**config.mk**
```make
export PLATFORM = sky130hd
export DESIGN_NAME = ihs_fifo
export DESIGN_NICKNAME = d
export VERILOG_FILES = /design/src/rtl/core/ihs_pkg.sv /design/src/rtl/core/ihs_fifo.sv
export SDC_FILE = /design/constraint.sdc
export NUM_CORES = 1
export LEC_CHECK = 0
export BUFFER_PORTS_ARGS = -buffer_cell sky130_fd_sc_hd__buf_4
export CAP_MARGIN = 20
export CORE_ASPECT_RATIO = 0.5
export CORE_MARGIN = 1.5
export CORE_UTILIZATION = 35
export DETAILED_ROUTE_END_ITERATION = 10
export PLACE_DENSITY_LB_ADDON = 0.2
export RECOVER_POWER = 50
export SLEW_MARGIN = 40
export SYNTH_ARGS = -nofsm -noshare
export SYNTH_HDL_FRONTEND = slang
export SYNTH_SLANG_ARGS = --single-unit
```
**constraint.sdc**
```tcl
create_clock -name clk_i -period 8 [get_ports clk_i]
set_input_delay 0.4 -clock clk_i [delete_from_list [all_inputs] [get_ports clk_i]]
set_output_delay 0.4 -clock clk_i [all_outputs]
set_load 0.1 [all_outputs]
```
**src/rtl/core/ihs_pkg.sv**
```systemverilog
// ----------------------------------------------------------------------------
// ihs_pkg
// Shared types, constants and functions of the id hash set.
// ----------------------------------------------------------------------------
`timescale 1ns / 1ps
`default_nettype none

package ihs_pkg;

  localparam int unsigned Slots   = 1024;
  localparam int unsigned SlotW   = $clog2(Slots);
  localparam int unsigned IdW     = 64;
  localparam int unsigned CountW  = 10;
  localparam int unsigned MinLog2 = 4;
  localparam logic [CountW-1:0] CountReset = CountW'(512);

  localparam logic FuncAdd  = 1'b0;
  localparam logic FuncTest = 1'b1;

  typedef struct packed {
    logic             func;
    logic [IdW-1:0]   id_hi;
    logic [IdW-1:0]   id_lo;
    logic [SlotW-1:0] bucket;
  } item_t;

  typedef struct packed {
    logic             none;
    logic [SlotW-1:0] mask;
  } cfg_t;

  typedef struct packed {
    logic clearing;
    logic pop;
  } back_stat_t;

  typedef struct packed {
    logic full;
    logic empty;
  } fifo_stat_t;

  function automatic cfg_t ihs_cfg_of(logic [CountW-1:0] count);
    cfg_t             c;
    logic [CountW:0]  need;
    logic [SlotW:0]   cap;
    c.none = (count == '0);
    c.mask = SlotW'((1 << MinLog2) - 1);
    need   = {count, 1'b0};
    for (int i = 0; i < int'(SlotW - MinLog2); i++) begin
      cap = {1'b0, c.mask} + (SlotW + 1)'(1);
      if ((CountW + 1 > SlotW + 1 ? need > (CountW + 1)'(cap) : (SlotW + 1)'(need) > cap)
          && !(&c.mask)) begin
        c.mask = {c.mask[SlotW-2:0], 1'b1};
      end
    end
    return c;
  endfunction

  function automatic logic [SlotW-1:0] ihs_bucket(logic [IdW-1:0] hi, logic [IdW-1:0] lo);
    logic [SlotW-1:0]   h;
    logic [2*IdW-1:0]   id;
    h  = '0;
    id = {hi, lo};
    for (int i = 0; i < 2 * IdW; i++) begin
      h[i % SlotW] = h[i % SlotW] ^ id[i];
    end
    return h;
  endfunction

endpackage

`default_nettype wire

```
**src/rtl/core/ihs_fifo.sv**
```systemverilog
// ----------------------------------------------------------------------------
// ihs_fifo
// Two-word queue between the front and the probe engine.
// ----------------------------------------------------------------------------
`timescale 1ns / 1ps
`default_nettype none

module ihs_fifo import ihs_pkg::*; (
  input  wire logic       clk_i,
  input  wire logic       rst_ni,
  input  wire logic       push_i,
  input  wire item_t      item_i,
  input  wire logic       pop_i,
  output      item_t      item_o,
  output      fifo_stat_t stat_o
);

  item_t      buf_q [2];
  logic       wr_q, rd_q;
  logic [1:0] cnt_q, cnt_d;

  assign stat_o.full  = cnt_q[1];
  assign stat_o.empty = (cnt_q == 2'd0);
  assign item_o       = buf_q[rd_q];

  always_comb begin
    cnt_d = cnt_q;
    if (push_i && !pop_i) begin
      cnt_d = cnt_q + 2'd1;
    end else if (pop_i && !push_i) begin
      cnt_d = cnt_q - 2'd1;
    end
  end

  always_ff @(posedge clk_i or negedge rst_ni) begin
    if (!rst_ni) begin
      wr_q  <= 1'b0;
      rd_q  <= 1'b0;
      cnt_q <= 2'd0;
    end else begin
      cnt_q <= cnt_d;
      if (push_i) begin
        wr_q <= ~wr_q;
      end
      if (pop_i) begin
        rd_q <= ~rd_q;
      end
    end
  end

  always_ff @(posedge clk_i) begin
    if (push_i) begin
      buf_q[wr_q] <= item_i;
    end
  end

endmodule

`default_nettype wire

```
## Yosys cells after proc, flatten, opt, wreduce, memory -nomap -nowiden

Memories as Yosys holds them, arrays and structs flattened.
Index checks and enable logic that the tools add are counted.
Widths: inputs -> output; s select.

| cells by class | value |
|---|---|
| bitwise logic cells | 2 |
| add/sub/neg operators | 2 |
| multiplexer cells | 4 |
| reductions and logical operators | 6 |

Operators by type and width:

| operator | number |
|---|---|
| $mux 2 | 2 |
| $add 2x1->2 const B | 1 |
| $logic_and 1x1->1 | 2 |
| $logic_not 1->1 | 2 |
| $logic_not 2->1 | 1 |
| $mux 1 | 2 |
| $not 1->1 | 2 |
| $reduce_bool 2->1 | 1 |
| $sub 2x1->2 const B | 1 |

| word-level totals | value |
|---|---|
| input port bits | 143 |
| output and inout bits | 141 |
| bits in registers | 4 |
| logic and storage cells | 18 |
| memories | 1 |
| bits in writable memories | 278 |

Memory list:

| memory | words | width | read ports | clocked after memory_dff | write ports | line | text |
|---|---|---|---|---|---|---|---|
| buf_q | 2 | 139 | 1 | 0 | 1 | ihs_fifo.sv:18 | `item_t buf_q [2];` |

## Depth between registers and ports, before layout

Gate-level depths: netlist of run 1.

| depth | value |
|---|---|
| depth in word-level cells | 4 |
| gate-level depth with buffers | 5 |
| gate-level depth less buffers | 5 |

## Least setup slack after synthesis of run 1

No wires, ideal clock.

| timing | value |
|---|---|
| path type | register to register |
| from | register wr_q |
| to | memory buf_q[0][0] (netlist bit), enable pin |
| cell stages (with the launch flop) | 2 |
| arrival time | 6.541 ns |
| path buffers | 0 |
| library setup time | 0.656 ns |
| data required time | 7.344 ns |
| slack | 0.803 ns |
| clock period less this slack | 7.197 ns |
| path through | dfrtp_1 nor2b_1 |

RTL lines:

| element | line | text |
|---|---|---|
| start: declaration | ihs_fifo.sv:19 | `logic wr_q, rd_q;` |
| start signal: assignment | ihs_fifo.sv:43 | `wr_q <= ~wr_q;` |
| end: declaration | ihs_fifo.sv:18 |  |

No word-level cell before the write port.

## Final worst setup path of run 1

| timing | value |
|---|---|
| from | register wr_q |
| to | memory buf_q[0][66] (netlist bit), enable pin |

No word-level cell before the write port.

==> results by stage, run 1 <==
Timing:
- The worst path needs approximately 4800 ps of the cycle, external delays included.
- The total setup violations reported at the end of the flow is 0.
- At the pin with the least slew margin, the transition time is roughly 4300 ps.
- Timing would allow up to around 0.21 GHz.
- The number of hold violations in the final report is 0.
- The slack of the critical path is roughly 3200 ps.
- After routing, the total negative slack on setup checks comes to 0 ps.
- The clock skew is between 9 and 10 ps.
- Setup repair after global routing left no endpoint under its margin.
- The max-slew headroom at the worst pin is -1.88.
- The count of final max-slew check failures came to 161.
- Dividing the final minimum period by the clock period gives 0.596.

Clock network:
- The clock reaches the later pin of the worst-skew pair after approximately 530 ps.
- The clock sink count is about 280.
- After clock tree synthesis, the repair step resized 0 gates.
- Buffers added to address setup during post-CTS repair amount to 0.
- In this run the number of H-tree levels came out at 1.
- The clock tree from TritonCTS is built.
- Clock tree synthesis inserted a total of 26 buffers.
- The worst-case clock buffer depth is 3.
- The cell at the root of the clock tree is sky130_fd_sc_hd__clkbuf_16.
- The number of hold buffers added after CTS was 1.
- Clock-pin slew was measured on the worst setup and hold paths at 60 ps.

Logic synthesis:
- The total standard cell area after synthesis is 10600 um^2.
- Yosys mapped the design onto 15 distinct sky130hd cell types.
- Dividing the synthesized area by the synthesized cell count gives around 24 um^2.
- The net count of the mapped netlist is just under 600.
- The cell count after synthesis is 449.
- The number of warnings issued by yosys is 0.
- The synthesized design contains between 200 and 300 register bits.
- For this run, the register share of the synthesized area comes to 0.794.

Global route:
- The global-route wire length before repair is roughly 32000 um.
- The aggregate global-route resource usage is 0.134.
- Entering global routing, the biggest net connects 76 pins.
- Summed over all layers, the global routing overflow is 0.
- The number of antenna violations at the first check in global routing was 1.
- The number of global-route vias before repair is 5462.

Place:
- The weighted congestion at the end of routability-driven global placement is 0.726.
- OpenSTA, run right after detailed placement, puts the worst setup slack at 5160 ps.
- In this run the tool buffered the top-level ports with 283 buffer cells.
- The wire-length estimate of the detail-placed layout is 14300 um.
- The placed standard-cell area is about 13000 um^2.
- The number of placed instances with taps included is roughly 1100.

Finish:
- In the final layout, the multi-input gates occupy between 2000 and 2500 um^2.
- The finished layout holds ~1200 standard cells, fillers aside.
- Summing all flip-flop and latch instances after layout gives around 8400 um^2.
- The synthesis-to-finish area growth is 30.8%.
- Once layout is done, the placed cells without fillers occupy 13900 um^2.
- The number of fill cells is around 2500.
- Of the cells placed in the final design, the portion with a size suffix greater than 1 is 0.563.
- The post-layout net count is approximately 900.

Die:
- The vertical die dimension is about 130 um.
- Pin placement for this block handled roughly 280 I/O pins.
- The number of core rows is 44.
- In this run the standard cell core region covers slightly below 30000 um^2.
- The die boundary width is between 200 and 250 um.
- The initial utilization of the core area, before any placement, comes to 0.361.
- The die covers between 30000 and 40000 um^2.

Routing:
- In the routed layout, each cell is associated on average with a via count of between 4 and 5.
- The DRC violation total after the first TritonRoute iteration is around 220.
- For this run, design rule violations remaining after detail routing come to 0.
- The detail-routed net length per standard cell is about 19 um.
- The remaining antenna violation count is 0.
- The total number of vias is approximately 5100.
- The first TritonRoute pass finished after 4 iterations.
- For this block, the routed nets add up to between 20000 and 25000 um of wire.

Critical path:
- In this design, the stage delay of the slowest critical-path cell is ~3000 ps.
- The critical path's top delay family is buffers and inverters.
- STA classifies the critical path startpoint as a flop.
- The setup path with the least slack is of type reg2reg.
- Measured in cells, the most critical reg-to-reg path has a length of 3.
- The signal on the critical path passes through nor2b_4 -> clkbuf_1 -> buf_6.
- On the critical path, the stage with the largest delay is an instance of sky130_fd_sc_hd__clkbuf_1.
- The number of stages on the worst setup path is 3.
- The critical path contains buffers and inverters numbering 2 combined.
- The required time at the endpoint of the critical path is between 8000 and 9000 ps.
- The worst setup path is captured at a flop.
- In this run the worst path has a maximum fanout of 72.
- The data arrival time of the critical path is between 4000 and 5000 ps.

Status:
- The final reports fail on capacitance limit, slew limit.
- The flow ran to the end, but the final reports show violations.

Run:
- The number of maximum-capacitance constraint violations is 3.

Hold path:
- Counting instances, the worst hold path has a depth of 2.
- The min-delay analysis places its worst path in the category in2reg.
[layout by cell type (no fill, tap or decap), drive strengths merged]
| master | instances |
|---|---|
| nor2b | 1 |
| buf | 148 |
| diode | 1 |
| ha | 1 |
| clkbuf | 171 |
| dlygate4sd3 | 1 |
| bufinv | 4 |
| edfxtp | 278 |
| xor2 | 4 |
| inv | 1 |
| clkinv | 12 |
| clkinvlp | 1 |
| nor2 | 2 |
| mux2 | 139 |
| xnor2 | 1 |
| and2 | 1 |
| dfrtp | 4 |
[synthesized netlist by cell type]
library cell               number  share of area
sky130_fd_sc_hd__xor2_1         4         0.0033
sky130_fd_sc_hd__buf_6         11          0.012
sky130_fd_sc_hd__mux2_4       100           0.14
sky130_fd_sc_hd__xnor2_1        1        0.00082
sky130_fd_sc_hd__nor2_1         2        0.00071
sky130_fd_sc_hd__and2_1         1        0.00059
sky130_fd_sc_hd__buf_8          1         0.0014
sky130_fd_sc_hd__buf_4          1        0.00071
sky130_fd_sc_hd__ha_1           1         0.0012
sky130_fd_sc_hd__dfrtp_1        4         0.0094
sky130_fd_sc_hd__buf_2          4         0.0019
sky130_fd_sc_hd__mux2_2        39          0.041
sky130_fd_sc_hd__inv_1          1        0.00035
sky130_fd_sc_hd__nor2b_1        1        0.00059
sky130_fd_sc_hd__edfxtp_1     278           0.78
[area by class of cell]
type	instances	area share
clock buffer	28	0.0488
multi-input combinational	149	0.146
tap	391	0.0352
sequential	282	0.607
inverter	1	0.000270
timing repair buffer	292	0.150
clock inverter	17	0.0130
antenna	1	0.000180
[final timing paths]
| check | slack, ps | from | end |
|---|---|---|---|
| worst max-delay path | 3230 | wr_q | buf_q[0][66] |
| worst min-delay path | 60 | pop_i | rd_q |
| worst max register to register | 3230 | wr_q | buf_q[0][66] |
| worst min register to register | 500 | cnt_q[1] | cnt_q[1] |
| max in group asynchronous | 7570 | rst_ni | rd_q |
| min in group asynchronous | 240 | rst_ni | wr_q |
[cell families (layout without fill, tap and decap cells)]
| logic type | Yosys count | in the layout | share of synthesized area |
|---|---|---|---|
| XOR/XNOR | 5 | 5 | 0.00412 |
| adder cells (fa/ha/maj) | 1 | 1 | 0.00118 |
| buffers and inverters | 18 | 338 | 0.0160 |
| flip-flops | 282 | 282 | 0.794 |
| multiplexers | 139 | 139 | 0.182 |
| other | 0 | 1 | 0 |
| AND/OR/NAND/NOR | 4 | 4 | 0.00188 |
[sequential cells by signal, summed over array words and instances (netlist names)]
name / flops
rd_q: 1
buf_q: 278
cnt_q: 2
wr_q: 1
[layer usage]
| metal | up-vias | global-route usage | wire length, um | share of wire |
|---|---|---|---|---|
| met3 | 43 | 0.0287 | 705 | 0.033 |
| met5 | - | 0 | 0 | 0 |
| met1 | 2583 | 0.155 | 8160 | 0.38 |
| met4 | 0 | 0.0488 | 670 | 0.031 |
| met2 | 92 | 0.245 | 12000 | 0.56 |
| li1 | 2394 | - | - | - |
[per-stage QoR]
step,hold slack (ps),util
2_1_floorplan,104,-
3_3_place_gp,200,0.446
3_5_place_dp,203,0.447
4_1_cts,10.3,0.477
5_1_grt,38.3,0.472
6_report,57.9,0.472
Power of run 1 is left out: the tool's default activity adds up to more than one toggle a clock period on the data nets, which glitch-free logic cannot reach.
==> run 2: changes to the inputs <==
==> constraint.sdc (replaced) <==
create_clock -name clk_i -period 4.9 [get_ports clk_i]
set_input_delay 0.245 -clock clk_i [delete_from_list [all_inputs] [get_ports clk_i]]
set_output_delay 0.245 -clock clk_i [all_outputs]
set_load 0.1 [all_outputs]
==> results by stage, run 2 (synthesized netlist as in run 1, its figures left out) <==
Critical path:
- In this design, the critical path's most frequently occurring cell is sky130_fd_sc_hd__clkbuf_1.
- Among cell families on the critical path, the largest total delay comes from buffers and inverters.
- For this run, the slowest stage of the critical path takes between 1000 and 1500 ps.
- The worst setup path startpoint is push_i.
- The largest individual stage delay along the critical path comes from the cell sky130_fd_sc_hd__nor2b_1.
- Walking the worst path, the cells encountered are dlygate4sd3_1 -> clkbuf_1 -> nor2b_1 -> clkbuf_1 -> buf_12.
- The register-to-register path setup slack is 1600 ps.
- The element type at the critical path end is a flop.
- The data arrival time of the critical path is approximately 3500 ps.
- The launching element type of the critical path is an input pin.
- Along the worst path, the maximum fanout reaches around 110.
- The count of buffering cells on the critical path with inverters included is 4.
- The type of the setup path with the least slack is in2reg.
- The start of the worst register-to-register path is wr_q.
- The required time at the endpoint of the critical path is ~5100 ps.

Timing:
- The number of hold violations in the final report is 0.
- The worst hold slack across all endpoints is between 90 and 100 ps.
- On the final layout, the worst clock skew is 15.8 ps.
- In this run the tightest slew margin relative to its limit is -0.385.
- The count of final max-slew check failures is 133.
- Static timing analysis puts the maximum clock frequency at approximately 0.30 GHz.
- The total negative slack is 0 ps.
- The total setup violations reported at the end of the flow is 0.
- The final critical-path share of the clock period is 0.688.
- Counting I/O delays and the setup requirement, the final critical path takes approximately 3400 ps.
- At the pin with the least slew margin, the transition time is around 2100 ps.
- Setup repair after global routing left no endpoint under its margin.

Die:
- about 280 I/O pins were placed.
- The number of core rows is 44.
- The core outline area is 29500 um^2.
- The die boundary width is roughly 250 um.
- The starting density of the core is 0.361.
- The die covers roughly 32000 um^2.
- The vertical die dimension is about 130 um.

Global route:
- The number of global-route vias before repair came to 6197.
- In the global route stage, overall resource usage came out at 0.141.
- For this run the aggregate overflow at the end of global routing stands at 0.
- Entering global routing, the biggest net connects around 130 pins.
- The number of antenna violations at the first check in global routing came to 1.
- The first global-routing pass estimated 34400 um of wire.

Clock network:
- Counting every sink on the clock net gives between 200 and 300.
- The TritonCTS buffer count is 27.
- The number of H-tree levels is 1.
- Post-CTS timing repair inserted 0 buffers for setup.
- The cell at the root of the clock tree is sky130_fd_sc_hd__clkbuf_16.
- The clock tree from TritonCTS is built.
- The worst-case clock buffer depth is 3.
- The number of buffers inserted by hold repair at cts is ~140.
- For the worst-skew pair, the clock arrives at the later sink with an insertion delay of ~540 ps.
- Once the clock tree was built, the resizer swapped 0 gates to a different size.
- After clock tree synthesis, the clock-pin slew on the worst setup and hold paths is approximately 60 ps.

Routing:
- The total number of vias is roughly 5700.
- For this block, the initial DRC count from the detailed router was between 200 and 300.
- The first-pass detailed-route iteration total is 4.
- The final layout contains routed wiring with a total length of 22700 um.
- The remaining antenna violation count is 0.
- The ratio of routed vias to standard cells is 4.36.
- The detail-routed net length per standard cell is roughly 17 um.
- The post-detailed-route DRC marker count is 0.

Place:
- The sum of net half-perimeters after detailed placement is 14400 um.
- In this run the cell area measured after placement is 13200 um^2.
- The count of buffers from port buffering is around 280.
- The weighted congestion at the end of routability-driven global placement is 0.715.

Finish:
- The flip-flop count of the largest register after layout is 278.
- The commonest non-fill, non-tap cell in the layout is sky130_fd_sc_hd__edfxtp_1.
- Counting flops per register, the top entry is buf_q.
- Leaving out fill and tap cells, the most frequent cells in the layout are sky130_fd_sc_hd__edfxtp_1 (278), sky130_fd_sc_hd__dlygate4sd3_1 (142), sky130_fd_sc_hd__buf_4 (140).
- The flip-flop and latch area is 8450 um^2.
- The summed area of non-filler cells in the final layout is 15300 um^2.
- At the end of the flow, the number of nets in the layout was around 1000.
- The ratio of cells with drive above 1 in the final layout is 0.473.
- Relative to the synthesized area, the layout overhead comes to 43.7%.
- In the final layout, the registers with the most flip-flops are buf_q: 278 flops, cnt_q: 2 flops.
- The area of the multi-input gates is 2020 um^2.
- The filler cells instantiated in the layout total 2436.

Run:
- Max-cap violations in this run came to 1.

Status:
- The flow ran to the end, but the final reports show violations.
- The final reports fail on capacitance limit, slew limit.

Hold path:
- The tightest min-delay check is of the in2async type.
run 2: changes by cell type in the layout (fill, tap and decap cells not counted), sizes merged:
cell,before,now
buf,148,146
bufinv,4,0
clkbuf,171,184
clkinv,12,8
clkinvlp,1,0
dlygate4sd3,1,142
inv,1,2
run 2: metrics by stage:
stage	worst slack [ps]	util	instances
3_5_place_dp	2760	0.450	1113
2_1_floorplan	430	-	449
6_report	1530	0.519	1305
3_3_place_gp	2460	0.447	1110
4_1_cts	2180	0.524	1304
5_1_grt	1260	0.519	1305
run 2: final timing paths:
path,cells past startpoint,endpoint
max,5,buf_q[0][56]
min,2,cnt_q[1]
max reg2reg,3,buf_q[0][56]
min reg2reg,1,wr_q
max in group asynchronous,2,rd_q
min in group clk_i,3,rd_q
run 2: cell type report:
type,count,share of cell area
clock inverter,9,0.00286
clock buffer,40,0.0480
tap,391,0.0320
antenna,1,0.000164
inverter,1,0.000246
timing repair buffer,432,0.232
sequential,282,0.553
multi-input combinational,149,0.132
run 2: per-layer routing:
layer	part of all wire	global-route usage	vias to the layer above
met5	0	0	-
met3	0.028	0.0275	41
met1	0.37	0.154	2864
li1	-	-	2675
met4	0.030	0.0491	0
met2	0.57	0.273	104
Power of run 2 is left out for the same reason.
==> run 3: changes to the inputs <==
==> constraint.sdc (replaced) <==
create_clock -name clk_i -period 3.2 [get_ports clk_i]
set_input_delay 0.16 -clock clk_i [delete_from_list [all_inputs] [get_ports clk_i]]
set_output_delay 0.16 -clock clk_i [all_outputs]
set_load 0.1 [all_outputs]
==> results by stage, run 3 (synthesized netlist as in run 1, its figures left out) <==
Clock network:
- TritonCTS built the clock tree.
- The buffer count from post-CTS setup fixing is 0.
- The TritonCTS buffer count is 26.
- The clock passes through at most 3 buffers.
- The clock latency reported for the late side of the worst-skew pair is between 500 and 600 ps.
- The cell sitting at the root of the clock tree is a sky130_fd_sc_hd__clkbuf_16.
- The number of H-tree levels is 1.
- The clock sink count is approximately 280.
- The clock-pin slew of the registers on the worst-case setup and hold paths is 60 ps.

Critical path:
- STA puts the critical path data required time at approximately 3000 ps.
- Data arrives at the worst endpoint at between 2000 and 2500 ps.
- The worst setup path is launched from a flop.
- The end of the worst register-to-register path is buf_q[0][84].
- The worst-path maximum fanout is 33.
- The signal on the critical path passes through buf_4 -> mux2_4 -> buf_4.
- The start of the worst register-to-register path is wr_q.
- By instance count, the cell type seen most on the critical path is sky130_fd_sc_hd__buf_4.
- The number of cells on the worst reg-to-reg path is 2.
- The register-to-register path setup slack is between 500 and 600 ps.
- The slowest stage of the critical path belongs to the cell sky130_fd_sc_hd__dfrtp_4.
- Following the worst setup path forward leads to its endpoint at item_o[95].
- The peak per-stage delay on the critical path is about 850 ps.
- The worst setup path startpoint is rd_q.
- The type of the setup path with the least slack is reg2out.
- The element type at the critical path end is an output pin.

Die:
- The vertical die dimension is between 100 and 150 um.
- The die is 250 um wide.
- The core outline area is 29500 um^2.
- The area of the die is 31500 um^2.
- between 200 and 300 I/O pins were placed.
- Row generation in the floorplan step produced between 40 and 50 rows.
- The initial utilization of the core area, before any placement, comes to 0.361.

Timing:
- Setup total negative slack on the finished layout was measured at 0 ps.
- Setup violations remaining at the end of the flow were counted as 0.
- Across the routed clock network, the largest skew measured is 4.53 ps.
- The number of hold violations in the final report is 0.
- The final critical-path required period is about 2600 ps.
- The count of final max-slew check failures is 15.
- Setup repair after global routing left no endpoint under its margin.
- Based on the critical path, the design can be clocked at up to 0.384 GHz.
- For the pin with the worst max-slew slack, the measured transition is slightly below 2000 ps.
- Of the available clock period, the critical path in the final layout requires 0.814.
- The max-slew headroom at the worst pin is -0.307.

Routing:
- In this run the remaining antenna-violating nets after routing total 0.
- After detailed routing, the total wire length is 23700 um.
- The DRC violation total after the first TritonRoute iteration is 254.
- The total number of vias is approximately 5700.
- For this run, the detailed router's first-pass iteration total came to 4.
- The detail-routed net length per standard cell is 18.1 um.
- For this run, design rule violations remaining after detail routing come to 0.
- In the routed layout, each cell is associated on average with a via count of approximately 4.4.

Finish:
- The largest registers in the layout are buf_q: 278 flops, cnt_q: 2 flops.
- Counting flops per register, the top entry is buf_q.
- The number of cells in the finished layout apart from fillers is 1307.
- The library cells used most frequently in the layout, excluding fill and tap cells, are sky130_fd_sc_hd__edfxtp_1 (278), sky130_fd_sc_hd__buf_4 (144), sky130_fd_sc_hd__dlygate4sd3_1 (143).
- The flip-flop count of the largest register after layout is 278.
- Leaving out fill and tap cells, the most frequent cell in the layout is sky130_fd_sc_hd__edfxtp_1.
- Of the cells placed in the final design, the portion with a size suffix greater than 1 is 0.479.
- The final layout contains between 1000 and 1500 nets.
- The synthesis-to-finish area growth is 44.9%.

Place:
- Routability-driven placement finished with a final weighted congestion of between 0.7 and 0.8.
- Buffers placed on the I/O ports in this run total roughly 280.
- After legalization and detailed placement, the total HPWL measured 15700 um.
- The number of placed instances with taps included is approximately 1100.

Global route:
- Summed over all layers, the global routing overflow is 0.
- The number of global-route vias before repair was about 6400.
- The number of antenna violations at the first check in global routing is 1.
- The global-route wire length before repair is between 30000 and 40000 um.
- Entering global routing, the biggest net connects 58 pins.
- For this run, the total global-route usage over all layers was measured as 0.149.

Status:
- The flow ran to the end, but the final reports show violations.
- The checks that failed: capacitance limit, slew limit.

Hold path:
- The class of the most critical hold timing path is in2reg.
- The hold path depth is 3.

Run:
- Across the run, the number of max-cap violations was 1.
## run 3: changes by cell type in the layout (fill, tap and decap cells not counted), moves of 2 or more
cell                        previous run  this run
sky130_fd_sc_hd__clkbuf_8              1         4
sky130_fd_sc_hd__buf_12                5         7
sky130_fd_sc_hd__clkinv_1              4         2
sky130_fd_sc_hd__bufinv_16             0         2
sky130_fd_sc_hd__clkbuf_4            115       109
sky130_fd_sc_hd__buf_4               140       144
## run 3: layer usage
layer / share of wire / GRT usage
met5: 0 / 0
met2: 0.57 / 0.291
met1: 0.38 / 0.166
met4: 0.024 / 0.0420
met3: 0.025 / 0.0252
## run 3: final cells by class
type | count | area, um^2
Clock inverter | 8 | 90.1
Tap cell | 391 | 489
Antenna cell | 1 | 2.50
Clock buffer | 38 | 757
Fill cell | 2457 | 14000
Sequential cell | 282 | 8450
Inverter | 1 | 3.75
Timing Repair Buffer | 437 | 3600
Multi-Input combinational cell | 149 | 2020
## run 3: worst min-delay path by stage
stage	endpoint	slack, ps	from
floorplan	cnt_q[0]	-140	rst_ni
global placement	cnt_q[1]	-40	rst_ni
detailed placement	rd_q	-40	rst_ni
CTS	buf_q[0][14]	320	item_i[14]
global route	rd_q	350	pop_i
finish	rd_q	360	pop_i
## run 3: through the flow
stage,hold slack [ps],cell area [um^2],util,setup slack [ps]
6_report,360,15400,0.523,596
3_5_place_dp,-37.2,13300,0.450,1120
5_1_grt,353,15400,0.523,385
2_1_floorplan,-136,10600,-,290
3_3_place_gp,-37.4,13300,0.450,1140
4_1_cts,324,15500,0.528,542
## run 3: what timing repair did
| item | CTS | global route |
|---|---|---|
| gates resized for setup | 0 | 0 |
| hold endpoints to repair | 285 | 0 |
| hold buffers | 143 | 0 |
## run 3: critical path: cells and delay by family (launching register included)
family,cells,cell delay [ps]
buffers and inverters,2,670
DFF,1,850
muxes,1,340
Power of run 3 is left out for the same reason.
